### config.mk
export PLATFORM = sky130hd
export DESIGN_NAME = tgdg_front
export DESIGN_NICKNAME = d
export VERILOG_FILES = /design/src/tgdg_pkg.sv /design/src/tgdg_front.sv
export SDC_FILE = /design/constraint.sdc
export NUM_CORES = 1
export LEC_CHECK = 0
export ABC_AREA = 0
export BUFFER_PORTS_ARGS = -buffer_cell sky130_fd_sc_hd__buf_4
export CAP_MARGIN = 20
export CORE_MARGIN = 5
export CORE_UTILIZATION = 43
export CTS_CLUSTER_SIZE = 16
export DETAILED_ROUTE_END_ITERATION = 8
export PLACE_DENSITY = 0.83
export SETUP_SLACK_MARGIN = 0.1
export SLEW_MARGIN = 15
export SYNTH_ARGS = -nofsm -noshare
export SYNTH_HDL_FRONTEND = slang
export SYNTH_SLANG_ARGS = --single-unit
### constraint.sdc
create_clock -name aclk -period 5.4 [get_ports aclk]
set_input_delay 0.81 -clock aclk [delete_from_list [all_inputs] [get_ports aclk]]
set_output_delay 0.81 -clock aclk [all_outputs]
set_load 0.01 [all_outputs]
### src/tgdg_pkg.sv
// Package for the toroidal growth-diffusion grid.
// Types, constants and request codes shared by the front, queue and engine.
`default_nettype none
package tgdg_pkg;
    localparam int MaxSide  = 64;
    localparam int Cells    = MaxSide * MaxSide;
    localparam int AddrW    = $clog2(Cells);
    localparam int SideW    = 7;
    localparam int OneQ16   = 65536;
    localparam int Coef005  = 3277;
    localparam int MaxWeight = 16384;

    typedef enum logic [1:0] {
        MODE_LOAD    = 2'd0,
        MODE_READ    = 2'd1,
        MODE_RESTART = 2'd2,
        MODE_NONE    = 2'd3
    } mode_t;

    typedef enum logic [1:0] {
        CFG_SIDE   = 2'd0,
        CFG_LAYERS = 2'd1,
        CFG_WEIGHT = 2'd2
    } cfg_idx_t;

    // classified request passed from the front to the engine
    typedef struct packed {
        mode_t             op;
        logic signed [31:0] s;
        logic signed [31:0] r;
        logic [11:0]       addr;
    } req_t;

    typedef enum logic [4:0] {
        ST_CLEAR, ST_IDLE, ST_RD, ST_RDW, ST_READOUT,
        ST_G_MUL, ST_G_DIV, ST_G_Q, ST_G_P, ST_G_P2, ST_G_X, ST_G_X2, ST_G_WR,
        ST_D_CEN, ST_D_UP, ST_D_DN, ST_D_LF, ST_D_RT, ST_D_SUM, ST_D_MUL,
        ST_D_ACC, ST_D_WR, ST_C_RD, ST_C_RDW, ST_C_WR
    } state_t;

    function automatic logic signed [31:0] sat32(input logic signed [65:0] v);
        if (v > 66'sd2147483647) return 32'sh7fffffff;
        if (v < -66'sd2147483648) return 32'sh80000000;
        return v[31:0];
    endfunction
endpackage
`default_nettype wire

### src/tgdg_front.sv
// Front end: accepts stream requests and classifies them into the queue.
// Depends on tgdg_pkg.
`default_nettype none
module tgdg_front (
    input  wire logic           aclk,
    input  wire logic           aresetn,
    input  wire logic           s_tvalid,
    output logic                s_tready,
    input  wire logic [1:0]     s_tuser,
    input  wire logic [79:0]    s_tdata,
    output logic                q_valid,
    input  wire logic           q_ready,
    output tgdg_pkg::req_t      q_req
);
    import tgdg_pkg::*;
    req_t req_reg;
    logic vld_reg;

    assign s_tready = !vld_reg || q_ready;
    assign q_valid  = vld_reg;
    assign q_req    = req_reg;

    // one-entry skid register; mode 3 requests are dropped here
    always_ff @(posedge aclk) begin
        if (!aresetn) begin
            vld_reg <= 1'b0;
        end else if (s_tready) begin
            vld_reg <= s_tvalid && (mode_t'(s_tuser) != MODE_NONE);
        end
        if (s_tready) begin
            req_reg.op   <= mode_t'(s_tuser);
            req_reg.s    <= s_tdata[31:0];
            req_reg.r    <= s_tdata[63:32];
            req_reg.addr <= s_tdata[75:64];
        end
    end
endmodule
`default_nettype wire

* Word-level counts from Yosys, hierarchy flattened
Cells that the tools add are included.
** Operators by class
- Shift operators :: 0
- Divide/modulo/power cells :: 0
- $mul :: 0
- Add/subtract/negate cells :: 0
- Bitwise logic cells :: 0
- Eq/ne operators :: 1
- Muxes and demuxes :: 0
- Reduce and logical (&&, ||, !) cells :: 3
- Magnitude comparators :: 0
** Operators by type and width (number)
- $ne A2 B2 Y1 const B :: 1
- $logic_and A1 B1 Y1 :: 1
- $logic_not A1 Y1 :: 1
- $logic_or A1 B1 Y1 :: 1
** Storage, ports and cells
- Output and inout port bits :: 80
- Input bits :: 86
- Bits in registers :: 79
- Logic and storage cells :: 9
- Memory bits (read-only) :: 0
- Latch bits :: 0
- Bits in writable memories :: 0
- Memories :: 0

* Logic depth before layout (Yosys ltp)
- Depth after elaboration :: 2
- Depth in mapped cells :: 2
- Depth with buffers taken out :: 2

* Worst setup path after synthesis
Ideal clock, no wire load.
- Path kind :: input to output
- Start point :: in q_ready
- End point :: out s_tready
- Path slack :: 1.773 ns
- Stages on the path :: 1
- Required time :: 4.590 ns
- Arrival time :: 2.817 ns
- Path buffers :: 0
- Path through :: nand2b_1
** On the way
- Cells in the longest elaborated chain, start to end :: 1
** RTL lines
- start: declaration :: RTL line tgdg_front.sv:12 : input wire logic q_ready,
- $logic_or A1 B1 Y1 :: RTL line tgdg_front.sv:19 : assign s_tready = !vld_reg || q_ready;
- end: declaration :: RTL line tgdg_front.sv:8 : output logic s_tready,
No other way between the ends.

* Worst setup path in the final report
Ends and elaborated chain as after synthesis.

==> flow_summary.ini <==
[status]
status = complete, no violations

[detailed_routing]
finalWirelength_um = 5790
detailroute.via_count = 1451
wl_per_cell_um = 17.5
ant_nets = 0
drcViolationCount = 0
vias_per_cell = 4.38
drtIter0Drc = 77
drt_pass1_iterations = 4

[synthesis]
yosysSeqAreaShare_pct = 98.8
synth_common_cells = 78 x edfxtp_1, 1 x a21bo_1, 1 x a21boi_2, 1 x dfxtp_1, 1 x nand2b_1
synth_enable_flop_cells = 78
synth_most_common_cell = edfxtp_1
synth-simple-area-share_pct = 0.262
synth_top_family_by_area = compound AO/OA/AOI/OAI gates
syn_inst = 82
syn_area_um2 = 2390
synth_cell_types = 5
synth_fa_ha_area_share_pct = 0
ys_ff_latch = 79
synth_compound_area_share_pct = 0.890
avgSynthCellArea_um2 = 29.1
yosys.area.top_type = edfxtp_1
synth-warning-count = 0
yosysTopAreaCellShare_pct = 98.0
synth.net_count = 168
synth_ff_type = edfxtp_1
synth-xor-area-share_pct = 0
async_flop_share_pct = 0
synthMuxAreaShare_pct = 0
synth_area_leaders = edfxtp_1 98%, dfxtp_1 0.84%, a21boi_2 0.47%, a21bo_1 0.42%, nand2b_1 0.26%

[global_routing]
grt_pass1_vias = 1639
grt_usage_pct = 16.4
grt_pass1_wl_um = 8540
antenna_found_initial = 0
grt_max_degree = 81
overflow = 0

[die]
die_h_um = 84.6
start_util_pct = 43.9
die_area_um2 = 7150
ioPinCount = 166
num_rows = 27
die_width_um = 84.6
coreArea_um2 = 5440

[sta]
fin_tns_setup_ps = 0
whs_ps = 641
slew_headroom_pct = 32.7
finalCriticalPeriod_ps = 2760
finalWorstSetupSlack_ps = 2640
slew_viol_final = 0
finalCritPeriodShare_pct = 51.1
finalHoldViolations = 0
setup_viol = 0
fmax_ghz = 0.363
tightest_slew_ps = 1010
finalClockSkew_ps = 10.5
grt_setup_unrepaired = false

[clock_tree]
cts_sinks = 79
cts_tree = done
clockBufferDepth = 2
postCtsSetupBuffers = 0
cts_resized = 0
cts_root_buf = clkbuf_8
ctsHoldBuffers = 0
cts_inserted_buffers = 9
cts-htree-levels = 3
clkTransAtPathRegs_ps = 80
clk_latency_ps = 340

[critical_path]
cp.arrival_ps = 1950
startpoint_type = input port
critical_path_required_ps = 4590
cp_max_fo = 80
r2r_end = q_req[69]
crit_type = in -> out
rrSetupSlack_ps = 3900
end_kind = output port
reg2reg_depth = 1
r2r-start = q_valid

[cells_and_area]
fin_util_pct = 72.3
drive_above_1_share_pct = 68.7
nets = 340
n_antenna_cell = 0
fillerInstances = 331
syn2layout_area_growth_pct = 64.6

[min_path]
hp-start = s_tdata[8]
hp-class = in -> reg
hold_path_depth = 1
min_to = q_req[52]

[placed_design]
gp_congestion = 0.750
portBuffers = 161
dp_slack_ps = 2630

[power]
peakVddDrop_mv = 0.295
p_leak_nw = 1.73
power_density_nw_per_um2 = 351

[run]
maxCapViolCount = 0
critical path: stages:
cell      delay [ps]
buf_4             70
nand2b_4         780
buf_4            270
placed cells by master, fill, tap and decap left out:
| cell | n |
|---|---|
| buf_4 | 161 |
| edfxtp_1 | 78 |
| clkbuf_8 | 9 |
| bufinv_16 | 3 |
| clkinv_2 | 2 |
| nand2b_4 | 1 |
| a21bo_1 | 1 |
| a21boi_2 | 1 |
| clkbuf_1 | 1 |
| clkinv_4 | 1 |
| dfxtp_1 | 1 |
kinds of logic (layout without fill, tap and decap cells):
group	after synthesis	in the layout
buffers and inverters	0	177
DFF	79	79
AOI/OAI and AO/OA	2	2
and+or+nand+nor	1	1
per-stage QoR:
stage	power, mW	cell area (µm²)	std cells
after floorplan	0.779	2390	82
after global placement	0.886	3700	315
after detailed placement	0.891	3700	315
after CTS	1.39	3930	331
after global routing	1.44	3930	331
final	1.38	3930	331
registers in the layout, indices dropped and copies added, names as in the netlist:
register  cells
q_req        78
q_valid       1
worst max path at each step:
stage	start	endpoint	slack, ps	cells after the start
after floorplan	q_ready	s_tready	1770	1
after detailed placement	q_ready	s_tready	2630	3
after global routing	q_ready	s_tready	2570	3
after global placement	q_ready	s_tready	2670	3
after CTS	q_ready	s_tready	2620	3
final	q_ready	s_tready	2640	3
cell type report:
class                   instances  area, µm²  area share [%]
well taps                      72       90.1            2.29
flip-flops and latches         79       2360            60.1
multi-input cells               3       35.0           0.891
clock inverters                 6        109            2.77
clock buffers                  10        128            3.25
repair buffers                161       1210            30.7
where the power goes:
part	internal [mW]	leakage (nW)	switching (mW)
clock	0.306	0.120	0.201
combinational	0.0851	0.791	0.0570
sequential	0.721	0.820	0.0115
layer usage:
metal	track usage (%)	wire, µm	vias up
li1	-	-	677
met1	15.1	1720	667
met2	27.7	3100	97
met3	11.1	880	10
met4	7.77	82	0
met5	0	0	-
(Power assumes the default switching activity.)
