--- src/tgdg_pkg.sv ---
// Package for the toroidal growth-diffusion grid.
// Types, constants and request codes shared by the front, queue and engine.
`default_nettype none
package tgdg_pkg;
    localparam int MaxSide  = 64;
    localparam int Cells    = MaxSide * MaxSide;
    localparam int AddrW    = $clog2(Cells);
    localparam int SideW    = 7;
    localparam int OneQ16   = 65536;
    localparam int Coef005  = 3277;
    localparam int MaxWeight = 16384;

    typedef enum logic [1:0] {
        MODE_LOAD    = 2'd0,
        MODE_READ    = 2'd1,
        MODE_RESTART = 2'd2,
        MODE_NONE    = 2'd3
    } mode_t;

    typedef enum logic [1:0] {
        CFG_SIDE   = 2'd0,
        CFG_LAYERS = 2'd1,
        CFG_WEIGHT = 2'd2
    } cfg_idx_t;

    // classified request passed from the front to the engine
    typedef struct packed {
        mode_t             op;
        logic signed [31:0] s;
        logic signed [31:0] r;
        logic [11:0]       addr;
    } req_t;

    typedef enum logic [4:0] {
        ST_CLEAR, ST_IDLE, ST_RD, ST_RDW, ST_READOUT,
        ST_G_MUL, ST_G_DIV, ST_G_Q, ST_G_P, ST_G_P2, ST_G_X, ST_G_X2, ST_G_WR,
        ST_D_CEN, ST_D_UP, ST_D_DN, ST_D_LF, ST_D_RT, ST_D_SUM, ST_D_MUL,
        ST_D_ACC, ST_D_WR, ST_C_RD, ST_C_RDW, ST_C_WR
    } state_t;

    function automatic logic signed [31:0] sat32(input logic signed [65:0] v);
        if (v > 66'sd2147483647) return 32'sh7fffffff;
        if (v < -66'sd2147483648) return 32'sh80000000;
        return v[31:0];
    endfunction
endpackage
`default_nettype wire

--- src/tgdg_queue.sv ---
// Two-entry request queue between the front end and the engine.
// Depends on tgdg_pkg.
`default_nettype none
module tgdg_queue (
    input  wire logic      aclk,
    input  wire logic      aresetn,
    input  wire logic      in_valid,
    output logic           in_ready,
    input  tgdg_pkg::req_t in_req,
    output logic           out_valid,
    input  wire logic      out_ready,
    output tgdg_pkg::req_t out_req
);
    import tgdg_pkg::*;
    req_t mem_reg [2];
    logic       wp_reg, rp_reg;
    logic [1:0] cnt_reg;
    logic push, pop;

    assign in_ready  = cnt_reg != 2'd2;
    assign out_valid = cnt_reg != 2'd0;
    assign out_req   = mem_reg[rp_reg];
    assign push = in_valid && in_ready;
    assign pop  = out_valid && out_ready;

    always_ff @(posedge aclk) begin
        if (!aresetn) begin
            wp_reg <= 1'b0;
            rp_reg <= 1'b0;
            cnt_reg <= 2'd0;
        end else begin
            if (push) wp_reg <= !wp_reg;
            if (pop)  rp_reg <= !rp_reg;
            cnt_reg <= cnt_reg + {1'b0, push} - {1'b0, pop};
        end
        if (push) mem_reg[wp_reg] <= in_req;
    end
endmodule
`default_nettype wire

--- config.mk ---
export PLATFORM = sky130hd
export DESIGN_NAME = tgdg_queue
export DESIGN_NICKNAME = d
export VERILOG_FILES = /design/src/tgdg_pkg.sv /design/src/tgdg_queue.sv
export SDC_FILE = /design/constraint.sdc
export NUM_CORES = 1
export LEC_CHECK = 0
export ABC_AREA = 1
export BUFFER_PORTS_ARGS = -buffer_cell sky130_fd_sc_hd__buf_2
export CORE_MARGIN = 1.5
export CORE_UTILIZATION = 35
export DETAILED_ROUTE_END_ITERATION = 12
export GPL_TIMING_DRIVEN = 0
export PLACE_DENSITY = 0.55
export SLEW_MARGIN = 20
export SYNTH_ARGS = -nofsm -noshare
export SYNTH_HDL_FRONTEND = slang
export SYNTH_SLANG_ARGS = --single-unit
--- constraint.sdc ---
create_clock -name aclk -period 8.8 [get_ports aclk]
set_input_delay 0 -clock aclk [delete_from_list [all_inputs] [get_ports aclk]]
set_output_delay 0 -clock aclk [all_outputs]
set_load 0.1 [all_outputs]
After elaboration in Yosys (flattened, before gate mapping)
Memory sizes are Yosys's and may differ from the RTL's. A register that Yosys moved wholly into a read port is not among the register bits.
Cells that the tools add are included.
{ "op_classes": {"n_lt_le_gt_ge": 0, "bitwise_logic": 0, "n_mux": 4, "add_sub_neg": 2, "div_mod_pow": 0, "n_shift": 0, "mul": 0, "n_reduce_logical": 5, "eq_ne": 1} }
{ "op_table": {"columns": ["op", "n"], "rows": [
  ["$mux 1", 4],
  ["$add 2x1->2", 1],
  ["$logic_and 1x1->1", 2],
  ["$logic_not 1->1", 2],
  ["$ne 2x2->1 const B", 1],
  ["$reduce_bool 2->1", 1],
  ["$sub 2x1->2", 1]
]} }
{ "word_totals": {"elab_cells": 16, "output_inout_bits": 80, "latch_bits": 0, "mem_bits_rw": 156, "mem_bits_ro": 0, "mem_count": 1, "in_bits": 82, "ff_bits": 4} }
{ "mem_list": {"columns": ["memory", "depth", "word_bits", "rd", "rd_clocked_by_memory_dff", "write_ports", "line", "text"], "rows": [
  ["mem_reg", 2, 78, 1, 1, 1, "tgdg_queue.sv:15", "req_t mem_reg [2];"]
]} }

Depth between registers and ports, before layout
Gate-level depths: netlist of the first run.
{ "depth": {"depth_word": 4, "mapped_depth": 11, "ltp_nobuf": 11} }

Least setup slack after synthesis of the first run
OpenSTA, ideal clock, no wires.
{ "synth_path": {"path_kind": "register to register", "start": "reg cnt_reg[0]", "end": "mem mem_reg[1][0] (netlist name) (enable)", "t_arrival_ps": 4699, "path_buffers": 0, "period_less_slack_ps": 5216, "t_required_ps": 8283, "setup_slack_ps": 3584, "path_stages_with_launch": 5, "setup_ps": 517, "cell_sequence": "dfxtp_1 inv_1 nand2_1 nand2_1 nor2_1"} }
{ "synth_between": {"elab_chain_len": 4} }
{ "synth_lines": {"columns": ["element", "line", "text"], "rows": [
  ["from (decl)", "tgdg_queue.sv:17", "logic [1:0] cnt_reg;"],
  ["from (signal assigned)", "tgdg_queue.sv:34", "cnt_reg <= cnt_reg + {1'b0, push} - {1'b0, pop};"],
  ["$ne 2x2->1", "tgdg_queue.sv:20", "assign in_ready = cnt_reg != 2'd2;"],
  ["net in_ready", "tgdg_queue.sv:8", "output logic in_ready,"],
  ["$logic_and 1x1->1", "tgdg_queue.sv:23", "assign push = in_valid && in_ready;"],
  ["$mux 1", "tgdg_queue.sv:36", "if (push) mem_reg[wp_reg] <= in_req;"],
  ["$mux 1 (implied by the code)", "tgdg_queue.sv:36", null],
  ["to (decl)", "tgdg_queue.sv:15", null]
]} }
The timed path passes the listed nets, and every way through them passes these cells.

Worst setup path in the final report of the first run
{ "layout_path": {"start": "reg cnt_reg[0]", "end": "mem mem_reg[1][37] (netlist name) (enable)"} }
{ "layout_between": {"elab_chain_len": 4} }
{ "layout_lines": {"columns": ["element", "line"], "rows": [
  ["$ne 2x2->1", "tgdg_queue.sv:20"],
  ["$logic_and 1x1->1", "tgdg_queue.sv:23"],
  ["$mux 1", "tgdg_queue.sv:36"],
  ["$mux 1 (implied by the code)", "tgdg_queue.sv:36"]
]} }
Every way passes these cells.

==> results of run 1 <==
==> area by class of cell <==
cell class | instances | area [µm²] | share of cell area
buffer | 9 | 70.1 | 0.00817
multi-input combinational | 102 | 1070 | 0.125
sequential | 161 | 4780 | 0.558
clock buffer | 18 | 429 | 0.0501
clock inverter | 14 | 180 | 0.0210
timing repair buffer | 246 | 1730 | 0.202
tap | 220 | 275 | 0.0321
inverter | 7 | 26.3 | 0.00307
==> path summary, 6_finish.rpt <==
path	cells after the start	from	end	slack (ps)
max	6	cnt_reg[0]$_SDFF_PN0_	mem_reg[1][37]$_DFFE_PP_	6820
min	5	out_ready	rp_reg$_SDFFE_PN0P_	50
max reg2reg	6	cnt_reg[0]$_SDFF_PN0_	mem_reg[1][37]$_DFFE_PP_	6820
min reg2reg	2	rp_reg$_SDFFE_PN0P_	rp_reg$_SDFFE_PN0P_	520
==> power by group <==
part           internal (mW)  total [mW]  switching [mW]
logic                  0.288        1.35            1.07
clock network          0.451       0.755           0.304
registers              0.971       0.998          0.0266
total                   1.71        3.11            1.40
==> stage by stage <==
stage,instances,instance area (µm²),utilization,hold slack [ps],setup slack [ps]
detailed placement,666,7170,0.432,192,6770
global route,777,8570,0.517,98.5,6680
global placement,660,7020,0.423,189,2310
finish,777,8570,0.517,46.1,6820
floorplan,279,5940,-,93.5,3580
CTS,777,8570,0.517,21.5,6760
==> routing by layer <==
layer / track usage / vias to the layer above / share of wire
li1: - / 1619 / -
met1: 0.159 / 1618 / 0.43
met2: 0.228 / 106 / 0.50
met3: 0.0434 / 18 / 0.056
met4: 0.0525 / 0 / 0.017
met5: 0 / - / 0
==> critical path: cells and delay by family, from the launching register on <==
| kind | cells | cell delay [ps] |
|---|---|---|
| buf+inv | 3 | 490 |
| simple gates | 3 | 830 |
| flops | 1 | 350 |
==> cell usage in the layout, fill, tap and decap left out <==
cell type / instances
xnor2_1: 1
nand3_1: 1
clkbuf_1: 1
buf_16: 2
bufinv_16: 3
nor2_4: 2
buf_6: 4
dlygate4sd3_1: 79
mux2_2: 58
clkinv_4: 2
buf_2: 166
inv_1: 7
nor2_1: 7
ha_1: 1
edfxtp_1: 156
inv_6: 4
clkinvlp_4: 5
dfxtp_1: 5
nand2_1: 11
buf_12: 4
a21oi_1: 1
clkbuf_16: 17
mux2_4: 20
==> logic make-up (layout without fill, tap and decap cells) <==
kind of cell	count (synthesis)	in the layout	share of synthesized area
DFF	161	161	0.805
muxes	78	78	0.160
and+or+nand+nor	21	21	0.0135
adders and majority gates	1	1	0.00211
xor gates and xnor gates	1	1	0.00147
AOI/OAI and AO/OA	1	1	0.000842
buffers and inverters	16	294	0.0162
==> flow_results.xml, run 1 <==
<?xml version="1.0" encoding="UTF-8"?>
<metrics>
  <group name="critical_path">
    <metric name="timing.critical_path.cells" unit="">inv_1, nand2_1, nand2_1, nor2_4, buf_12, buf_16</metric>
    <metric name="crit_fanout" unit="">22</metric>
    <metric name="library_cell_appearing_most_often_on_the_critical_path" unit="">nand2_1</metric>
    <metric name="crit_path_max_incr_delay" unit="ps">550</metric>
    <metric name="setup.worst_path.class" unit="">reg -&gt; reg</metric>
    <metric name="critPathRequiredTime" unit="ps">8920</metric>
    <metric name="critPathArrivalTime" unit="ps">2100</metric>
    <metric name="worst_path_max_delay_cell" unit="">nor2_4</metric>
    <metric name="critPathLaunchType" unit="">register</metric>
    <metric name="setup.worst_path.end_class" unit="">register</metric>
  </group>
  <group name="yosys">
    <metric name="synthDistinctLibCells" unit="">13</metric>
    <metric name="synth_enable_flop_cells" unit="">156</metric>
    <metric name="yosysSeqAreaShare" unit="">0.805</metric>
    <metric name="yosys_most_used_dff" unit="">edfxtp_1</metric>
    <metric name="ys_warn_count" unit="">0</metric>
    <metric name="synth.most_common_cell" unit="">edfxtp_1</metric>
    <metric name="synth_largest_area_cell" unit="">edfxtp_1</metric>
    <metric name="synth_fp_nets" unit="">362</metric>
    <metric name="synthesis.instances" unit="">279</metric>
    <metric name="netlist_top_cells_area" unit="">edfxtp_1, mux2_2, mux2_4</metric>
    <metric name="ys_top_cells_by_count" unit="">edfxtp_1, mux2_2, mux2_4, nand2_1, nor2_1</metric>
    <metric name="synth.cell_area" unit="µm²">5940</metric>
    <metric name="asyncSetResetFlopFracSynth" unit="">0</metric>
    <metric name="synth_seq_cells" unit="">161</metric>
    <metric name="post_synth.cell_area_avg" unit="µm²">21.3</metric>
    <metric name="post_synth_top_area_share" unit="">0.789</metric>
  </group>
  <group name="global_routing">
    <metric name="grt_antenna_before_repair" unit="">0</metric>
    <metric name="grtUsageTotal" unit="">0.134</metric>
    <metric name="grt_first_pass_wirelength" unit="mm">18.1</metric>
    <metric name="overflow" unit="">0</metric>
    <metric name="grt_start_max_net_pins" unit="">26</metric>
    <metric name="grt_pass1_vias" unit="">3555</metric>
  </group>
  <group name="clock_tree">
    <metric name="tritoncts_num_sinks" unit="">161</metric>
    <metric name="cts-resized-gates" unit="">0</metric>
    <metric name="clock_insertion_delay_worst_skew" unit="ps">420</metric>
    <metric name="clock-root-buffer" unit="">clkbuf_16</metric>
    <metric name="cts_made_buffers" unit="">17</metric>
    <metric name="cts.path.max_buffers" unit="">2</metric>
    <metric name="htreeDepth" unit="">4</metric>
    <metric name="cts.reportedPaths.clkPinSlew" unit="ps">60</metric>
    <metric name="cts_tree" unit="">yes</metric>
    <metric name="postCtsSetupBuffers" unit="">0</metric>
    <metric name="post_cts_hold_buffer_count" unit="">79</metric>
  </group>
  <group name="sta">
    <metric name="measured_slew_at_the_worst_slew_check_pin" unit="ps">610</metric>
    <metric name="finalSetupTns" unit="ps">0</metric>
    <metric name="fmaxAchievable" unit="GHz">0.506</metric>
    <metric name="setup_viol" unit="">0</metric>
    <metric name="relative_slew_slack" unit="">0.593</metric>
    <metric name="finalCriticalPeriod" unit="ps">1980</metric>
    <metric name="drv_slew" unit="">0</metric>
    <metric name="clock-skew-final" unit="ps">5.24</metric>
    <metric name="hold_violations" unit="">0</metric>
    <metric name="rsz0062_at_grt" unit="">false</metric>
    <metric name="post-route-period-util" unit="">0.225</metric>
  </group>
  <group name="routing">
    <metric name="via_count" unit="">3361</metric>
    <metric name="wire_per_inst" unit="µm">15.0</metric>
    <metric name="drt_iter0_drc" unit="">153</metric>
    <metric name="final_antenna_net_count" unit="">0</metric>
    <metric name="routed_wl" unit="mm">11.7</metric>
    <metric name="detail_route.first_pass.iterations" unit="">4</metric>
    <metric name="route.detailed.vias_per_inst" unit="">4.33</metric>
    <metric name="remaining_drc_errors" unit="">0</metric>
  </group>
  <group name="pwr">
    <metric name="peakVddDrop" unit="µV">177</metric>
    <metric name="power.leakage" unit="nW">3.29</metric>
    <metric name="post-layout-total-power" unit="mW">3.11</metric>
    <metric name="cellPowerDensity" unit="nW/µm²">362</metric>
  </group>
  <group name="place">
    <metric name="detailedPlacementHpwl" unit="mm">7.69</metric>
    <metric name="numPortBuffers" unit="">161</metric>
    <metric name="gp_congestion" unit="">0.688</metric>
  </group>
  <group name="final_layout">
    <metric name="antenna-diode-count" unit="">0</metric>
    <metric name="num-nets-final" unit="">627</metric>
    <metric name="largest_register_ffs" unit="">156</metric>
    <metric name="area_growth" unit="%">44.3</metric>
    <metric name="layout_cell_share_with_drive_strength_beyond_1" unit="">0.515</metric>
    <metric name="fillCellCount" unit="">1420</metric>
  </group>
  <group name="floorplan">
    <metric name="design.die.area" unit="µm²">17800</metric>
    <metric name="design.core.area" unit="µm²">16600</metric>
    <metric name="dieWidth" unit="µm">133</metric>
    <metric name="die_height" unit="µm">133</metric>
    <metric name="initial_core_utilization" unit="">0.358</metric>
    <metric name="design.portCount" unit="">162</metric>
    <metric name="floorplan.rows" unit="">47</metric>
  </group>
  <group name="flow_run">
    <metric name="max-cap-violations" unit="">0</metric>
  </group>
  <group name="status">
    <metric name="status" unit="">completed</metric>
  </group>
  <group name="worst_hold_path">
    <metric name="hold_class" unit="">in -&gt; reg</metric>
  </group>
</metrics>
No activity file was read; power rests on OpenSTA's default activity.
==> run 2: changes to the inputs <==
- PLACE_DENSITY: 0.55 -> 0.57
- clock period: 8.8 -> 1.7 ns (I/O delays scaled with it)
==> run 2 against run 1 <==
Net effect: critical endpoint is now out_req[39]; global-route usage increased by 0.24 points; cell area grew 7.6%; core utilization up 3.9 points; clock skew up 2.8 ps; critical path type is now reg -> out; critical path depth fell by 3.
==> flow_results.xml, run 2 (synthesis results as in run 1) <==
<?xml version="1.0" encoding="UTF-8"?>
<metrics>
  <group name="status">
    <metric name="status" unit="">completed</metric>
  </group>
  <group name="clock_tree">
    <metric name="cts.path.max_buffers" unit="">2</metric>
    <metric name="clock_insertion_delay_worst_skew" unit="ps">410</metric>
    <metric name="cts_tree" unit="">yes</metric>
    <metric name="htreeDepth" unit="">4</metric>
    <metric name="cts_made_buffers" unit="">17</metric>
    <metric name="cts.reportedPaths.clkPinSlew" unit="ps">60</metric>
    <metric name="clock-root-buffer" unit="">clkbuf_16</metric>
    <metric name="tritoncts_num_sinks" unit="">161</metric>
  </group>
  <group name="critical_path">
    <metric name="setup.worst_path.class" unit="">reg -&gt; out</metric>
    <metric name="r2r_start" unit="">cnt_reg[0]$_SDFF_PN0_</metric>
    <metric name="crit_fanout" unit="">10</metric>
    <metric name="critPathLaunchType" unit="">register</metric>
    <metric name="critPathRequiredTime" unit="ps">1700</metric>
    <metric name="crit_path_max_incr_delay" unit="ps">410</metric>
    <metric name="critPathArrivalTime" unit="ps">1630</metric>
    <metric name="timing.critical_path.cells" unit="">buf_4, mux2_2, buf_4</metric>
    <metric name="worst_path_max_delay_cell" unit="">dfxtp_4</metric>
    <metric name="setup.worst_path.end_class" unit="">output port</metric>
    <metric name="library_cell_appearing_most_often_on_the_critical_path" unit="">buf_4</metric>
  </group>
  <group name="place">
    <metric name="gp_congestion" unit="">0.706</metric>
    <metric name="placedInstanceArea" unit="µm²">7240</metric>
    <metric name="placement.setup.worst_slack" unit="ps">-145</metric>
    <metric name="detailedPlacementHpwl" unit="mm">7.66</metric>
    <metric name="place_inst" unit="">667</metric>
    <metric name="numPortBuffers" unit="">161</metric>
  </group>
  <group name="final_layout">
    <metric name="largest_register_ffs" unit="">156</metric>
    <metric name="mostFrequentLayoutCell" unit="">edfxtp_1</metric>
    <metric name="layout_cell_share_with_drive_strength_beyond_1" unit="">0.527</metric>
    <metric name="storage_cell_area" unit="µm²">4790</metric>
    <metric name="layout.cells.most_common_list" unit="">edfxtp_1, buf_2, dlygate4sd3_1, buf_4, mux2_2</metric>
    <metric name="multi_input_area" unit="µm²">1130</metric>
    <metric name="utilization" unit="">0.556</metric>
    <metric name="num-nets-final" unit="">636</metric>
    <metric name="design_area" unit="µm²">9220</metric>
    <metric name="stdcell_count" unit="">785</metric>
    <metric name="area_growth" unit="%">55.2</metric>
    <metric name="fillCellCount" unit="">1329</metric>
  </group>
  <group name="routing">
    <metric name="final_antenna_net_count" unit="">0</metric>
    <metric name="detail_route.first_pass.iterations" unit="">4</metric>
    <metric name="routed_wl" unit="mm">11.8</metric>
    <metric name="wire_per_inst" unit="µm">15.1</metric>
    <metric name="via_count" unit="">3455</metric>
    <metric name="remaining_drc_errors" unit="">0</metric>
    <metric name="route.detailed.vias_per_inst" unit="">4.40</metric>
    <metric name="drt_iter0_drc" unit="">136</metric>
  </group>
  <group name="pwr">
    <metric name="power.leakage" unit="nW">3.56</metric>
    <metric name="peakVddDrop" unit="µV">1040</metric>
    <metric name="cellPowerDensity" unit="nW/µm²">1880</metric>
    <metric name="post-layout-total-power" unit="mW">17.4</metric>
  </group>
  <group name="sta">
    <metric name="post-route-period-util" unit="">0.959</metric>
    <metric name="relative_slew_slack" unit="">0.669</metric>
    <metric name="fmaxAchievable" unit="GHz">0.614</metric>
    <metric name="rsz0062_at_grt" unit="">true</metric>
    <metric name="hold_violations" unit="">0</metric>
    <metric name="postLayoutSetupSlackWorst" unit="ps">70.5</metric>
    <metric name="drv_slew" unit="">0</metric>
    <metric name="clock-skew-final" unit="ps">8.01</metric>
    <metric name="setup_viol" unit="">0</metric>
    <metric name="finalSetupTns" unit="ps">0</metric>
    <metric name="finalCriticalPeriod" unit="ps">1630</metric>
    <metric name="holdWs" unit="ps">30.6</metric>
    <metric name="measured_slew_at_the_worst_slew_check_pin" unit="ps">500</metric>
  </group>
  <group name="floorplan">
    <metric name="design.portCount" unit="">162</metric>
    <metric name="design.die.area" unit="µm²">17800</metric>
    <metric name="design.core.area" unit="µm²">16600</metric>
    <metric name="dieWidth" unit="µm">133</metric>
    <metric name="floorplan.rows" unit="">47</metric>
    <metric name="die_height" unit="µm">133</metric>
    <metric name="initial_core_utilization" unit="">0.358</metric>
  </group>
  <group name="global_routing">
    <metric name="grt_start_max_net_pins" unit="">25</metric>
    <metric name="grtUsageTotal" unit="">0.137</metric>
    <metric name="grt_pass1_vias" unit="">3781</metric>
    <metric name="overflow" unit="">0</metric>
    <metric name="grt_first_pass_wirelength" unit="mm">18.5</metric>
    <metric name="grt_antenna_before_repair" unit="">1</metric>
  </group>
  <group name="worst_hold_path">
    <metric name="timing.hold.worst.start" unit="">out_ready</metric>
    <metric name="hold_class" unit="">in -&gt; reg</metric>
  </group>
  <group name="flow_run">
    <metric name="max-cap-violations" unit="">0</metric>
  </group>
</metrics>
run 2: power breakdown:
group          leakage [nW]  internal, mW  switching (mW)
Sequential             1.50          5.04           0.174
Combinational          1.75          2.32            5.67
Clock                 0.312          2.74            1.43
Total                  3.56          10.1            7.27
run 2: worst max-delay path, delay by kind of cell, from the launching register on:
kind                   cells  cell delay [ps]
DFF                        1              410
buffers and inverters      2              440
muxes                      1              360
run 2: timing repair:
item | 4_1_cts | 5_1_grt
hold buffers | 80 | 0
pin swaps | 2 | 0
endpoints found under the setup margin | 107 | 78
gates cloned | 1 | 0
endpoints found under the hold margin | 161 | 0
setup buffers | 9 | 0
gates resized for setup | 85 | 109
run 2: cell type report:
| cell class | count | area share |
|---|---|---|
| Tap cell | 220 | 0.0298 |
| Clock inverter | 10 | 0.0228 |
| Antenna cell | 1 | 0.000271 |
| Sequential cell | 161 | 0.519 |
| Buffer | 7 | 0.00882 |
| Inverter | 7 | 0.00285 |
| Timing Repair Buffer | 257 | 0.246 |
| Clock buffer | 20 | 0.0473 |
| Multi-Input combinational cell | 102 | 0.122 |
run 2: per-layer routing:
metal,wire length [µm],share of wire,global-route usage
met2,6250,0.53,0.239
met3,717,0.061,0.0487
met1,4720,0.40,0.154
met4,150,0.013,0.0525
met5,0,0,0
run 2: path summary, 6_finish.rpt:
check / slack [ps] / depth (start not counted) / end
worst max-delay path: 70 / 3 / out_req[39]
worst min register to register: 500 / 2 / rp_reg$_SDFFE_PN0P_
worst max register to register: 210 / 6 / mem_reg[0][65]$_DFFE_PP_
worst min-delay path: 30 / 5 / register
==> run 3: changes to the inputs <==
- BUFFER_PORTS_ARGS: -buffer_cell sky130_fd_sc_hd__buf_2 -> default
- DONT_BUFFER_PORTS: default -> 1
- PLACE_DENSITY: 0.57 -> 0.49
==> run 3 against run 2 <==
Net effect: the run now ends with negative setup slack left; via count is 17% lower; critical endpoint is now out_req[35]; cell area fell by 15%; cell count down 20%.
==> flow_results.xml, run 3 (synthesis results as in run 1) <==
<?xml version="1.0" encoding="UTF-8"?>
<metrics>
  <group name="clock_tree">
    <metric name="cts_tree" unit="">yes</metric>
    <metric name="clock-root-buffer" unit="">clkbuf_16</metric>
    <metric name="cts.reportedPaths.clkPinSlew" unit="ps">60</metric>
    <metric name="clock_insertion_delay_worst_skew" unit="ps">410</metric>
    <metric name="htreeDepth" unit="">4</metric>
    <metric name="cts_made_buffers" unit="">17</metric>
    <metric name="tritoncts_num_sinks" unit="">161</metric>
    <metric name="cts.path.max_buffers" unit="">2</metric>
  </group>
  <group name="routing">
    <metric name="met3WireLength" unit="µm">771</metric>
    <metric name="wire_per_inst" unit="µm">16.4</metric>
    <metric name="drt_iter0_drc" unit="">113</metric>
    <metric name="route.detailed.vias_per_inst" unit="">4.57</metric>
    <metric name="detailroute.wirelength.met2" unit="mm">5.27</metric>
    <metric name="detail_route.first_pass.iterations" unit="">4</metric>
    <metric name="via_count" unit="">2858</metric>
    <metric name="highest_layer" unit="">met4</metric>
    <metric name="wl_met1" unit="mm">4.12</metric>
    <metric name="remaining_drc_errors" unit="">0</metric>
    <metric name="routed_wl" unit="mm">10.3</metric>
    <metric name="final_antenna_net_count" unit="">0</metric>
  </group>
  <group name="critical_path">
    <metric name="r2r_cells" unit="">6</metric>
    <metric name="worstSetupEndpoint" unit="">out_req[35]</metric>
    <metric name="critPathRequiredTime" unit="ps">1700</metric>
    <metric name="cp_num_buf_inv" unit="">2</metric>
    <metric name="critical_path_cell_count" unit="">3</metric>
    <metric name="crit_fanout" unit="">10</metric>
    <metric name="crit_path_max_incr_delay" unit="ps">600</metric>
    <metric name="r2r-end" unit="">mem_reg[0][36]$_DFFE_PP_</metric>
    <metric name="setup.worst_path.end_class" unit="">output port</metric>
    <metric name="setup.worst_path.class" unit="">reg -&gt; out</metric>
    <metric name="timing.critical_path.max_delay_family" unit="">multiplexers</metric>
    <metric name="timing.critical_path.cells" unit="">buf_6, buf_2, mux2_2</metric>
    <metric name="worst_path_max_delay_cell" unit="">mux2_2</metric>
    <metric name="ff2ff_setup_slack" unit="ps">110</metric>
    <metric name="r2r_start" unit="">cnt_reg[0]$_SDFF_PN0_</metric>
    <metric name="critPathArrivalTime" unit="ps">1740</metric>
    <metric name="critPathLaunchType" unit="">register</metric>
  </group>
  <group name="global_routing">
    <metric name="grt_start_max_net_pins" unit="">26</metric>
    <metric name="grt_pass1_vias" unit="">3018</metric>
    <metric name="grt_first_pass_wirelength" unit="mm">15.8</metric>
    <metric name="overflow" unit="">0</metric>
    <metric name="grt_antenna_before_repair" unit="">1</metric>
    <metric name="grtUsageTotal" unit="">0.120</metric>
  </group>
  <group name="final_layout">
    <metric name="utilization" unit="">0.475</metric>
    <metric name="area_growth" unit="%">32.7</metric>
    <metric name="layout.cells.most_common_list" unit="">edfxtp_1, dlygate4sd3_1, mux2_2, mux2_4, clkbuf_16</metric>
    <metric name="num-nets-final" unit="">475</metric>
    <metric name="largest_register_ffs" unit="">156</metric>
    <metric name="mostFrequentLayoutCell" unit="">edfxtp_1</metric>
    <metric name="fillCellCount" unit="">1428</metric>
    <metric name="layout_cell_share_with_drive_strength_beyond_1" unit="">0.326</metric>
  </group>
  <group name="sta">
    <metric name="holdWs" unit="ps">242</metric>
    <metric name="relative_slew_slack" unit="">0.440</metric>
    <metric name="postLayoutSetupSlackWorst" unit="ps">-43.1</metric>
    <metric name="drv_slew" unit="">0</metric>
    <metric name="finalCriticalPeriod" unit="ps">1740</metric>
    <metric name="clock-skew-final" unit="ps">5.32</metric>
    <metric name="hold_violations" unit="">0</metric>
    <metric name="post-route-period-util" unit="">1.03</metric>
    <metric name="finalSetupTns" unit="ps">-1030</metric>
    <metric name="fmaxAchievable" unit="GHz">0.574</metric>
    <metric name="measured_slew_at_the_worst_slew_check_pin" unit="ps">839</metric>
    <metric name="setup_viol" unit="">38</metric>
    <metric name="rsz0062_at_grt" unit="">true</metric>
  </group>
  <group name="place">
    <metric name="numPortBuffers" unit="">0</metric>
    <metric name="gp_congestion" unit="">0.687</metric>
    <metric name="detailedPlacementHpwl" unit="mm">6.75</metric>
  </group>
  <group name="floorplan">
    <metric name="design.die.area" unit="µm²">17800</metric>
    <metric name="design.core.area" unit="µm²">16600</metric>
    <metric name="die_height" unit="µm">133</metric>
    <metric name="initial_core_utilization" unit="">0.358</metric>
    <metric name="floorplan.rows" unit="">47</metric>
    <metric name="design.portCount" unit="">162</metric>
    <metric name="dieWidth" unit="µm">133</metric>
  </group>
  <group name="status">
    <metric name="violations_in_the_final_reports" unit="">negative setup slack</metric>
    <metric name="status" unit="">complete, but fails checks</metric>
  </group>
  <group name="flow_run">
    <metric name="max-cap-violations" unit="">0</metric>
  </group>
  <group name="worst_hold_path">
    <metric name="hold_class" unit="">in -&gt; reg</metric>
  </group>
</metrics>
==> run 3: cell types whose count changed in the layout (fill, tap and decap cells not counted), sizes merged, moves of 3 or more <==
cell and delta:
clkinvlp +3, bufinv -4, clkinv +3, buf -162
==> run 3: worst min path at each step <==
stage | from | slack [ps] | to | cells past startpoint
2_1_floorplan | aresetn | 90 | cnt_reg[0]$_SDFF_PN0_ | 2
3_3_place_gp | aresetn | 100 | cnt_reg[0]$_SDFF_PN0_ | 2
3_5_place_dp | in_req[41] | 100 | mem_reg[0][41]$_DFFE_PP_ | 0
4_1_cts | in_req[47] | 210 | mem_reg[0][47]$_DFFE_PP_ | 1
6_report | in_req[53] | 240 | mem_reg[1][53]$_DFFE_PP_ | 1
5_1_grt | in_req[40] | 230 | mem_reg[1][40]$_DFFE_PP_ | 1
==> run 3: layout make-up <==
type	count	area, µm²	share of cell area
multi-input cells	102	1150	0.146
clock inverters	13	119	0.0151
flip-flops and latches	161	4790	0.607
plain buffers	9	87.6	0.0111
clock buffers	19	433	0.0549
inverters	7	26.3	0.00333
repair buffers	94	998	0.127
well taps	220	275	0.0349
diodes	1	2.50	0.000317
==> run 3: per-stage QoR <==
stage                     cell area, µm²  setup WS (ps)  instances
after floorplan                     5990           -559        279
after global placement              6260          -1300        499
after detailed placement            6400           -284        505
after CTS                           7850          -83.6        625
after global routing                7880           -115        626
final                               7880          -43.1        626
==> run 3: timing repair <==
action                     4_1_cts  5_1_grt
resized for setup               10        8
hold buffers                    81        0
setup buffers                    7        0
hold endpoints to repair       161        0
setup endpoints to repair      198       64
pin swaps                        2        0
==> run 3: metal layers <==
layer,track usage,up-vias
li1,-,1314
met1,0.132,1427
met2,0.204,108
met3,0.0468,9
met4,0.0562,0
met5,0,-
==> run 3: worst reg2reg max path, stage by stage (launching register included) <==
cell	delay [ps]
dfxtp_2	360
inv_2	70
nand2_8	190
nand2_8	100
nor2_4	180
buf_16	180
buf_12	200
Power of run 3 is left out: the tool's default activity adds up to more than one toggle a clock period on the data nets, which glitch-free logic cannot reach.
